File: src/sv/wbs_pkg.sv
// Package for the window block scheduler: operation, status and mark codes,
// register indexes, sequencer states and reset values.
// No dependencies.
package wbs_pkg;

  typedef enum logic [1:0] {
    OP_REQUEST = 2'd0,
    OP_FINISH  = 2'd1,
    OP_RESTART = 2'd2
  } opcode_t;

  typedef enum logic [2:0] {
    ST_GRANTED  = 3'd0,
    ST_WAIT     = 3'd1,
    ST_DONE     = 3'd2,
    ST_ACCEPTED = 3'd3,
    ST_REJECTED = 3'd4
  } status_t;

  typedef enum logic [2:0] {
    S_IDLE,
    S_SCAN,
    S_DECIDE,
    S_GRANT,
    S_FIN_RD,
    S_FIN_WR,
    S_RESP
  } state_t;

  localparam logic [1:0] MARK_UNTOUCHED = 2'd0;
  localparam logic [1:0] MARK_FETCHED   = 2'd1;
  localparam logic [1:0] MARK_FINISHED  = 2'd2;

  localparam logic [1:0] CFG_TOTAL_ROWS     = 2'd0;
  localparam logic [1:0] CFG_ACTIVE_COLUMNS = 2'd1;
  localparam logic [1:0] CFG_WINDOW_ROWS    = 2'd2;

  localparam logic [15:0] RST_TOTAL_ROWS     = 16'd16;
  localparam logic [6:0]  RST_ACTIVE_COLUMNS = 7'd16;
  localparam logic [4:0]  RST_WINDOW_ROWS    = 5'd6;

endpackage

File: src/sv/window_block_scheduler_unit.sv
// Window block scheduler: top level. Depends on wbs_pkg and wbs_ram.
//
// The block hands out blocks of a row-by-column grid so that no two running
// jobs share a row or a column. The column marks of every window slot live in
// one RAM row per slot, two bits per column; slot row numbers, valid and held
// bits and the column held bits are flip-flops. A request reads every slot in
// use once, one RAM row per cycle, and keeps the best candidate for the
// caller's own row, for its last column and for any free block; the winner's
// row is then read again and written back with the fetched mark. A finish
// reads, modifies and writes back one row. One item is handled at a time;
// the result register lets the next item in while a result waits to be
// taken. Restart clears the marks at once through a per-row valid bit, so
// there is no clearing pass after reset. Configuration writes take effect
// immediately: window size and column count bound the next scan, but the
// slot row numbers are laid out anew only on the next restart.
module window_block_scheduler_unit #(
  parameter int WINDOW_SLOTS = 16,
  parameter int MAX_COLUMNS  = 64
) (
  input  logic        clk,
  input  logic        rst,
  input  logic        req_valid,
  output logic        req_stall,
  input  logic [1:0]  opcode,
  input  logic [15:0] job_row,
  input  logic [7:0]  job_column,
  output logic        rsp_valid,
  input  logic        rsp_stall,
  output logic [2:0]  status,
  output logic [15:0] grant_row,
  output logic [5:0]  grant_column,
  input  logic        cfg_write,
  input  logic [1:0]  cfg_index,
  input  logic [15:0] cfg_data
);
  import wbs_pkg::*;

  localparam int SW  = $clog2(WINDOW_SLOTS);
  localparam int CW  = $clog2(MAX_COLUMNS);
  localparam int WUW = $clog2(WINDOW_SLOTS + 1);
  localparam int NCW = $clog2(MAX_COLUMNS + 1);
  localparam int RW  = 2 * MAX_COLUMNS;
  localparam int RST_FRESH = (WINDOW_SLOTS < 6) ? WINDOW_SLOTS : 6;

  // Configuration registers.
  logic [15:0] total_rows;
  logic [6:0]  active_columns;
  logic [4:0]  window_rows;

  // Window state held in flip-flops.
  logic [15:0]             slot_row_number [WINDOW_SLOTS];
  logic [WINDOW_SLOTS-1:0] slot_valid;
  logic [WINDOW_SLOTS-1:0] slot_held;
  logic [WINDOW_SLOTS-1:0] row_ok;
  logic [MAX_COLUMNS-1:0]  column_held;
  logic [15:0]             next_fresh_row;

  state_t state, state_next;

  // Latched item and scan bookkeeping.
  logic [7:0]     lcol;
  logic [SW-1:0]  own_slot;
  logic           own_found;
  logic [WUW-1:0] scan;
  logic           rd_pend;
  logic [SW-1:0]  rd_slot;
  logic           own_hit, col_hit, any_hit;
  logic [CW-1:0]  own_c, any_c, win_c;
  logic [SW-1:0]  col_slot, any_slot;
  status_t        res_status;
  logic [15:0]    res_row;
  logic [5:0]     res_col;

  // RAM control.
  logic          ram_we, ram_re;
  logic [SW-1:0] ram_waddr, ram_raddr;
  logic [RW-1:0] ram_wdata, ram_q, rd_data;

  wbs_ram #(.WIDTH(RW), .DEPTH(WINDOW_SLOTS)) u_marks (
    .clk   (clk),
    .we    (ram_we),
    .waddr (ram_waddr),
    .wdata (ram_wdata),
    .re    (ram_re),
    .raddr (ram_raddr),
    .q     (ram_q)
  );

  // Saturated window size and column count.
  logic [WUW-1:0] slots_used;
  logic [NCW-1:0] cols_used;

  always_comb begin
    if (window_rows == '0) begin
      slots_used = WUW'(1);
    end else if (32'(window_rows) > WINDOW_SLOTS) begin
      slots_used = WUW'(WINDOW_SLOTS);
    end else begin
      slots_used = WUW'(window_rows);
    end
    if (active_columns == '0) begin
      cols_used = NCW'(1);
    end else if (32'(active_columns) > MAX_COLUMNS) begin
      cols_used = NCW'(MAX_COLUMNS);
    end else begin
      cols_used = NCW'(active_columns);
    end
  end

  logic accept;
  assign req_stall = (state != S_IDLE);
  assign accept    = req_valid && !req_stall;

  // First slot in use that holds the item's row, whatever its valid bit.
  logic          find_hit;
  logic [SW-1:0] find_slot;

  always_comb begin
    find_hit  = 1'b0;
    find_slot = '0;
    for (int s = WINDOW_SLOTS - 1; s >= 0; s--) begin
      if (s < 32'(slots_used) && slot_row_number[s] == job_row) begin
        find_hit  = 1'b1;
        find_slot = SW'(s);
      end
    end
  end

  logic in_col_ok;
  assign in_col_ok = 32'(job_column) < 32'(cols_used);

  // A row that has not been written since restart reads as all untouched.
  assign rd_data = row_ok[rd_slot] ? ram_q : '0;

  // First free, untouched column of the row just read.
  logic          row_any;
  logic [CW-1:0] row_first;

  always_comb begin
    row_any   = 1'b0;
    row_first = '0;
    for (int c = MAX_COLUMNS - 1; c >= 0; c--) begin
      if (c < 32'(cols_used) && !column_held[c] &&
          rd_data[2*c +: 2] == MARK_UNTOUCHED) begin
        row_any   = 1'b1;
        row_first = CW'(c);
      end
    end
  end

  logic [CW-1:0] lcol_i;
  logic          col_ok, row_elig, col_cell_free;
  assign lcol_i        = lcol[CW-1:0];
  assign col_ok        = (32'(lcol) < 32'(cols_used)) && !column_held[lcol_i];
  assign row_elig      = slot_valid[rd_slot] && !slot_held[rd_slot];
  assign col_cell_free = rd_data[{lcol_i, 1'b0} +: 2] == MARK_UNTOUCHED;

  logic own_ok;
  assign own_ok = own_found && slot_valid[own_slot] && !slot_held[own_slot];

  // Winner selection in priority order: own row, last column, any block.
  logic          win_any;
  logic [SW-1:0] sel_slot;
  logic [CW-1:0] sel_c;

  always_comb begin
    win_any  = own_hit || col_hit || any_hit;
    sel_slot = any_slot;
    sel_c    = any_c;
    if (own_hit) begin
      sel_slot = own_slot;
      sel_c    = own_c;
    end else if (col_hit) begin
      sel_slot = col_slot;
      sel_c    = lcol_i;
    end
  end

  // Counts of valid and held slots in use, for the wait or done answer.
  logic [WUW-1:0] nvalid, nheld;

  always_comb begin
    nvalid = '0;
    nheld  = '0;
    for (int s = 0; s < WINDOW_SLOTS; s++) begin
      if (s < 32'(slots_used)) begin
        nvalid = nvalid + WUW'(slot_valid[s]);
        nheld  = nheld + WUW'(slot_held[s]);
      end
    end
  end

  // Write-back data for a grant and for a finish.
  logic [RW-1:0] grant_data, fin_data;
  logic          complete, refill;

  always_comb begin
    grant_data = rd_data;
    grant_data[{win_c, 1'b0} +: 2] = MARK_FETCHED;
    fin_data = rd_data;
    fin_data[{lcol_i, 1'b0} +: 2] = MARK_FINISHED;
    complete = 1'b1;
    for (int c = 0; c < MAX_COLUMNS; c++) begin
      if (c < 32'(cols_used) && fin_data[2*c +: 2] != MARK_FINISHED) begin
        complete = 1'b0;
      end
    end
    refill = complete && (next_fresh_row < total_rows);
    if (refill) begin
      for (int c = 0; c < MAX_COLUMNS; c++) begin
        if (c < 32'(cols_used)) begin
          fin_data[2*c +: 2] = MARK_UNTOUCHED;
        end
      end
    end
  end

  logic scan_issue;
  assign scan_issue = scan < slots_used;

  // Next state and RAM control.
  always_comb begin
    state_next = state;
    ram_we     = 1'b0;
    ram_waddr  = rd_slot;
    ram_wdata  = grant_data;
    ram_re     = 1'b0;
    ram_raddr  = scan[SW-1:0];
    case (state)
      S_IDLE: begin
        if (accept) begin
          case (opcode)
            OP_REQUEST: state_next = S_SCAN;
            OP_FINISH:  state_next = (find_hit && in_col_ok) ? S_FIN_RD : S_RESP;
            default:    state_next = S_RESP;
          endcase
        end
      end
      S_SCAN: begin
        ram_re = scan_issue;
        if (!scan_issue && !rd_pend) begin
          state_next = S_DECIDE;
        end
      end
      S_DECIDE: begin
        ram_raddr = sel_slot;
        if (win_any) begin
          ram_re     = 1'b1;
          state_next = S_GRANT;
        end else begin
          state_next = S_RESP;
        end
      end
      S_GRANT: begin
        ram_we     = 1'b1;
        state_next = S_RESP;
      end
      S_FIN_RD: begin
        ram_re     = 1'b1;
        ram_raddr  = own_slot;
        state_next = S_FIN_WR;
      end
      S_FIN_WR: begin
        ram_we     = 1'b1;
        ram_wdata  = fin_data;
        state_next = S_RESP;
      end
      S_RESP: begin
        if (!rsp_valid || !rsp_stall) begin
          state_next = S_IDLE;
        end
      end
      default: state_next = S_IDLE;
    endcase
  end

  always_ff @(posedge clk) begin
    if (rst) begin
      state <= S_IDLE;
    end else begin
      state <= state_next;
    end
  end

  logic do_restart;
  assign do_restart = accept && opcode == OP_RESTART;

  // Window state, configuration and result registers.
  always_ff @(posedge clk) begin
    if (rst || do_restart) begin
      for (int s = 0; s < WINDOW_SLOTS; s++) begin
        slot_row_number[s] <= 16'(s);
      end
      slot_valid  <= '1;
      slot_held   <= '0;
      row_ok      <= '0;
      column_held <= '0;
      next_fresh_row <= rst ? 16'(RST_FRESH) : 16'(slots_used);
    end
    if (rst) begin
      total_rows     <= RST_TOTAL_ROWS;
      active_columns <= RST_ACTIVE_COLUMNS;
      window_rows    <= RST_WINDOW_ROWS;
      rsp_valid      <= 1'b0;
      rd_pend        <= 1'b0;
      scan           <= '0;
    end else begin
      if (cfg_write) begin
        case (cfg_index)
          CFG_TOTAL_ROWS:     total_rows     <= cfg_data;
          CFG_ACTIVE_COLUMNS: active_columns <= cfg_data[6:0];
          CFG_WINDOW_ROWS:    window_rows    <= cfg_data[4:0];
          default: ;
        endcase
      end

      if (ram_re) begin
        rd_slot <= ram_raddr;
      end
      rd_pend <= (state == S_SCAN) && ram_re;

      // The output register is loaded when it is empty or being emptied.
      if (state == S_RESP && (!rsp_valid || !rsp_stall)) begin
        rsp_valid <= 1'b1;
      end else if (rsp_valid && !rsp_stall) begin
        rsp_valid <= 1'b0;
      end

      case (state)
        S_IDLE: begin
          if (accept) begin
            lcol       <= job_column;
            own_slot   <= find_slot;
            own_found  <= find_hit;
            scan       <= '0;
            own_hit    <= 1'b0;
            col_hit    <= 1'b0;
            any_hit    <= 1'b0;
            res_row    <= '0;
            res_col    <= '0;
            res_status <= (opcode == OP_RESTART) ? ST_ACCEPTED : ST_REJECTED;
          end
        end
        S_SCAN: begin
          if (scan_issue) begin
            scan <= scan + WUW'(1);
          end
          if (rd_pend) begin
            if (rd_slot == own_slot && own_ok && row_any) begin
              own_hit <= 1'b1;
              own_c   <= row_first;
            end
            if (col_ok && row_elig && col_cell_free && !col_hit) begin
              col_hit  <= 1'b1;
              col_slot <= rd_slot;
            end
            if (row_elig && row_any && !any_hit) begin
              any_hit  <= 1'b1;
              any_slot <= rd_slot;
              any_c    <= row_first;
            end
          end
        end
        S_DECIDE: begin
          win_c <= sel_c;
          if (!win_any) begin
            res_status <= (nheld >= nvalid) ? ST_DONE : ST_WAIT;
          end
        end
        S_GRANT: begin
          slot_held[rd_slot]  <= 1'b1;
          column_held[win_c]  <= 1'b1;
          row_ok[rd_slot]     <= 1'b1;
          res_status <= ST_GRANTED;
          res_row    <= slot_row_number[rd_slot];
          res_col    <= 6'(win_c);
        end
        S_FIN_WR: begin
          slot_held[rd_slot]  <= 1'b0;
          column_held[lcol_i] <= 1'b0;
          row_ok[rd_slot]     <= 1'b1;
          res_status <= ST_ACCEPTED;
          if (complete) begin
            if (refill) begin
              slot_row_number[rd_slot] <= next_fresh_row;
              next_fresh_row <= next_fresh_row + 16'd1;
            end else begin
              slot_valid[rd_slot] <= 1'b0;
            end
          end
        end
        S_RESP: begin
          if (!rsp_valid || !rsp_stall) begin
            status       <= res_status;
            grant_row    <= res_row;
            grant_column <= res_col;
          end
        end
        default: ;
      endcase
    end
  end

endmodule

File: src/sv/wbs_ram.sv
// Generic single-port-write, single-port-read RAM with a registered read.
// No dependencies.
module wbs_ram #(
  parameter int WIDTH = 8,
  parameter int DEPTH = 16
) (
  input  logic                     clk,
  input  logic                     we,
  input  logic [$clog2(DEPTH)-1:0] waddr,
  input  logic [WIDTH-1:0]         wdata,
  input  logic                     re,
  input  logic [$clog2(DEPTH)-1:0] raddr,
  output logic [WIDTH-1:0]         q
);

  logic [WIDTH-1:0] mem [DEPTH];

  always_ff @(posedge clk) begin
    if (we) begin
      mem[waddr] <= wdata;
    end
    if (re) begin
      q <= mem[raddr];
    end
  end

endmodule
File: config.mk
export PLATFORM = sky130hd
export DESIGN_NAME = window_block_scheduler_unit
export DESIGN_NICKNAME = d
export VERILOG_FILES = /design/src/sv/wbs_pkg.sv /design/src/sv/window_block_scheduler_unit.sv /design/src/sv/wbs_ram.sv
export SDC_FILE = /design/constraint.sdc
export NUM_CORES = 2
export LEC_CHECK = 0
export ABC_AREA = 1
export BUFFER_PORTS_ARGS = -buffer_cell sky130_fd_sc_hd__buf_4
export CORE_AREA = 2 2 640 642
export DETAILED_ROUTE_END_ITERATION = 8
export DIE_AREA = 0 0 642 644
export SYNTH_ARGS = -nofsm -noshare
export SYNTH_HDL_FRONTEND = slang
export SYNTH_SLANG_ARGS = --single-unit
File: constraint.sdc
create_clock -name clk -period 12.15 [get_ports clk]
set_clock_uncertainty 0.1 [all_clocks]
set_input_delay 0.6075 -clock clk [delete_from_list [all_inputs] [get_ports clk]]
set_output_delay 0.6075 -clock clk [all_outputs]
set_load 0.03 [all_outputs]
==> flow_summary.json <==
{
  "timing.max_slew.rel_slack_pct": 9.33,
  "insertion_delay_ns": 0.94,
  "synth-edff-count": 2528,
  "remaining_number_of_nets_flagged_by_the_antenna_check_after_routing": 0,
  "detailedRoute.firstPassIterationCount": 8,
  "setup_viol": 0,
  "fp.dieH_um": 644,
  "globalRouteOverflowTotal": 0,
  "number_of_antenna_violations_at_the_first_check_in_global_routing": 18,
  "yosys-top-cells-area": "sky130_fd_sc_hd__edfxtp_1 63%, sky130_fd_sc_hd__nor2_1 8.4%, sky130_fd_sc_hd__o21ai_0 4.5%",
  "leakage_power_figure_nw": 44.9,
  "worst-setup-path-type": "register to register",
  "worstMarginPinSlew_ns": 1.35,
  "start_util_pct": 29.8,
  "grt_overall_usage_pct": 20.3,
  "synth_commonest_cells": "2705 x sky130_fd_sc_hd__nor2_1, 2528 x sky130_fd_sc_hd__edfxtp_1, 1084 x sky130_fd_sc_hd__o21ai_0",
  "clock_tree.buffer_depth": 4,
  "postSynthAreaPerCell_um2": 10.7,
  "fraction_of_synthesized_cell_area_taken_by_the_top_area_cell_type_pct": 62.5,
  "core.rowCount": 235,
  "layout.filler_cells": 40600,
  "routed_wire_length_per_instance_um": 25.9,
  "grt_setup_unrepaired": "no",
  "buffer_cell_driving_the_clock_tree_root": "sky130_fd_sc_hd__clkbuf_16",
  "routability_congestion_estimate": 1.03,
  "report.final.slew_viol_count": 0,
  "finish.net_count": 11400,
  "clkTransAtPathRegs_ns": 0.07,
  "io_buffers": 75,
  "asyncSetResetFlopFracSynth_pct": 0,
  "cts.sink_count": 2698,
  "critPathMaxStageDelay_ns": 0.50,
  "yosysWarnings": 0,
  "finish.utilization_pct": 34.0,
  "yosysSeqAreaShare_pct": 65.3,
  "cp.arrival_ns": 11.79,
  "grt_max_degree": 164,
  "final_layout_size_suffix_gt1_share_pct": 7.99,
  "floorplan.io_pins": 76,
  "tritoncts": "yes",
  "mappedNetlistNets": 11500,
  "timing.critical_path.max_delay_family": "adder cells",
  "total_negative_slack_ns": 0,
  "drt-vias-per-instance": 5.40,
  "status": "finished, final reports clean",
  "netlist_area_um2": 121000,
  "min_period_over_period_pct": 92.2,
  "cts-htree-levels": 5,
  "tritoncts.num_buffers": 289,
  "max_freq_mhz": 89.3,
  "top_count_cell_post_synth": "sky130_fd_sc_hd__nor2_1",
  "routed-via-count": 91500,
  "wl_mm": 439,
  "crit_path_frequent_cell": "sky130_fd_sc_hd__ha_1",
  "synth_top_area_cell": "sky130_fd_sc_hd__edfxtp_1",
  "design.die.area_um2": 413000,
  "dpl_worst_slack_ns": 0.860,
  "flip_flop_and_latch_count_after_synthesis": 2698,
  "cp_max_fo": 10,
  "worst_slack_ns": 0.948,
  "synthDistinctLibCells": 66,
  "critical-path-slowest-cell": "sky130_fd_sc_hd__dfxtp_1",
  "top_reg_cell_synth": "sky130_fd_sc_hd__edfxtp_1",
  "hold_path.class": "input port to register",
  "fp.dieW_um": 642,
  "layout-area-overhead-vs-synth_pct": 14.1,
  "number_of_cells_produced_by_synthesis": 11300,
  "final_critical_period_ns": 11.20,
  "via_count_of_the_first_global_routing_pass": 84400,
  "worst_ep_required_time_ns": 12.73,
  "critPathCaptureType": "register",
  "number_of_gates_resized_after_cts": 0,
  "wire_length_of_the_first_global_routing_pass_mm": 621,
  "drv_cap": 0,
  "final_hold_viol_count": 0,
  "power_density_nw_per_um2": 207,
  "dp_hpwl_mm": 275,
  "fp.coreArea_um2": 408000,
  "drtIter0Drc": 11200,
  "worst-path-buf-inv": 7,
  "timing.critical_path.from_type": "register",
  "ir_drop_v": 0.000284,
  "drc_errors": 0
}
-- state kept, by name (all words and copies together) (netlist names), 7 cells and up, named ones only --
name             cells
active_columns       7
row_ok              16
u_marks.mem       2048
column_held         64
total_rows          16
next_fresh_row      16
slot_valid          16
slot_held           16
u_marks.q          128
res_row             16
grant_row           16
lcol                 8
slot_row_number    256
-- path summary, 6_finish.rpt --
path | start | end | slack [ns] | cells past startpoint
worst min-delay path | cfg_write | window_rows[0]$_SDFFE_PP0P_ | 0.05 | 3
worst max-delay path | window_rows[4]$_SDFFE_PP0P_ | res_status[1]$_DFFE_PP_ | 0.95 | 64
worst min register to register | res_row[13]$_SDFFCE_PN0P_ | grant_row[13]$_DFFE_PP_ | 0.32 | 0
worst max register to register | window_rows[4]$_SDFFE_PP0P_ | res_status[1]$_DFFE_PP_ | 0.95 | 64
-- cell families after synthesis --
logic type | share of synthesized area (%)
buffers and inverters | 4.52
adder cells (fa/ha/maj) | 1.06
XOR/XNOR | 1.61
multiplexers | 0.00824
flip-flops | 65.3
AND/OR/NAND/NOR | 14.2
AO/OA/AOI/OAI | 13.3
-- cells in the final DEF, fill, tap and decap left out, types with 25 or more instances in the layout --
master	n
sky130_fd_sc_hd__clkbuf_1	51
sky130_fd_sc_hd__nand4_1	88
sky130_fd_sc_hd__o21ai_0	1027
sky130_fd_sc_hd__clkbuf_16	290
sky130_fd_sc_hd__o221ai_1	42
sky130_fd_sc_hd__clkinv_1	92
sky130_fd_sc_hd__o32ai_1	282
sky130_fd_sc_hd__xnor2_1	102
sky130_fd_sc_hd__clkinv_2	42
sky130_fd_sc_hd__o22ai_1	107
sky130_fd_sc_hd__o21ai_1	58
sky130_fd_sc_hd__bufinv_16	25
sky130_fd_sc_hd__nor4_1	60
sky130_fd_sc_hd__nor2_1	2690
sky130_fd_sc_hd__inv_1	707
sky130_fd_sc_hd__nor3_1	70
sky130_fd_sc_hd__dlygate4sd3_1	28
sky130_fd_sc_hd__edfxtp_1	2528
sky130_fd_sc_hd__nand3_1	244
sky130_fd_sc_hd__a21oi_1	261
sky130_fd_sc_hd__xor2_1	112
sky130_fd_sc_hd__dfxtp_1	167
sky130_fd_sc_hd__a31oi_1	80
sky130_fd_sc_hd__o211ai_1	243
sky130_fd_sc_hd__buf_4	306
sky130_fd_sc_hd__o311ai_0	243
sky130_fd_sc_hd__nand2_1	1052
sky130_fd_sc_hd__or2_2	37
sky130_fd_sc_hd__ha_1	103
sky130_fd_sc_hd__o31ai_2	42
-- area by class of cell --
cell class	count	area, µm²	share of cell area, %
Inverter	765	2920	2.11
Antenna cell	6	15.0	0.0108
Clock inverter	175	1820	1.31
Clock buffer	342	7460	5.39
Timing Repair Buffer	351	2910	2.10
Tap cell	5451	6820	4.92
Multi-Input combinational cell	7153	37300	26.9
Sequential cell	2698	79300	57.3
-- tightest hold or removal path, stage by stage --
cell,delay (ns)
sky130_fd_sc_hd__buf_4,0.11
sky130_fd_sc_hd__nand3_1,0.21
sky130_fd_sc_hd__a21oi_1,0.10
-- metal layers --
layer  track usage, %  wire length (µm)  up-vias
li1                 -                 -    40400
met1             28.5            189000    45900
met2             32.0            199000     4369
met3             2.65             34000      783
met4             7.56             17200       10
met5                0               115        -
-- report_power, final --
part           total (mW)  switching (mW)  internal [mW]
clock                8.80            3.83           4.98
combinational        8.71            6.51           2.20
sequential           11.2           0.301           10.9
-- metrics by stage --
stage	cells	total power, mW	area, µm²	hold WS (ns)
finish	16900	28.7	139000	0.0513
global route	16900	29.9	139000	0.0769
CTS	16900	28.7	138000	0.0154
detailed placement	16400	20.0	129000	0.306
global placement	16400	20.0	129000	0.304
floorplan	11300	16.8	121000	0.300
-- what timing repair did --
item	CTS	global route
hold buffers	28	0
setup buffers	0	0
endpoints found under the hold margin	36	0
Note: power is estimated with default switching activity, not from simulation.
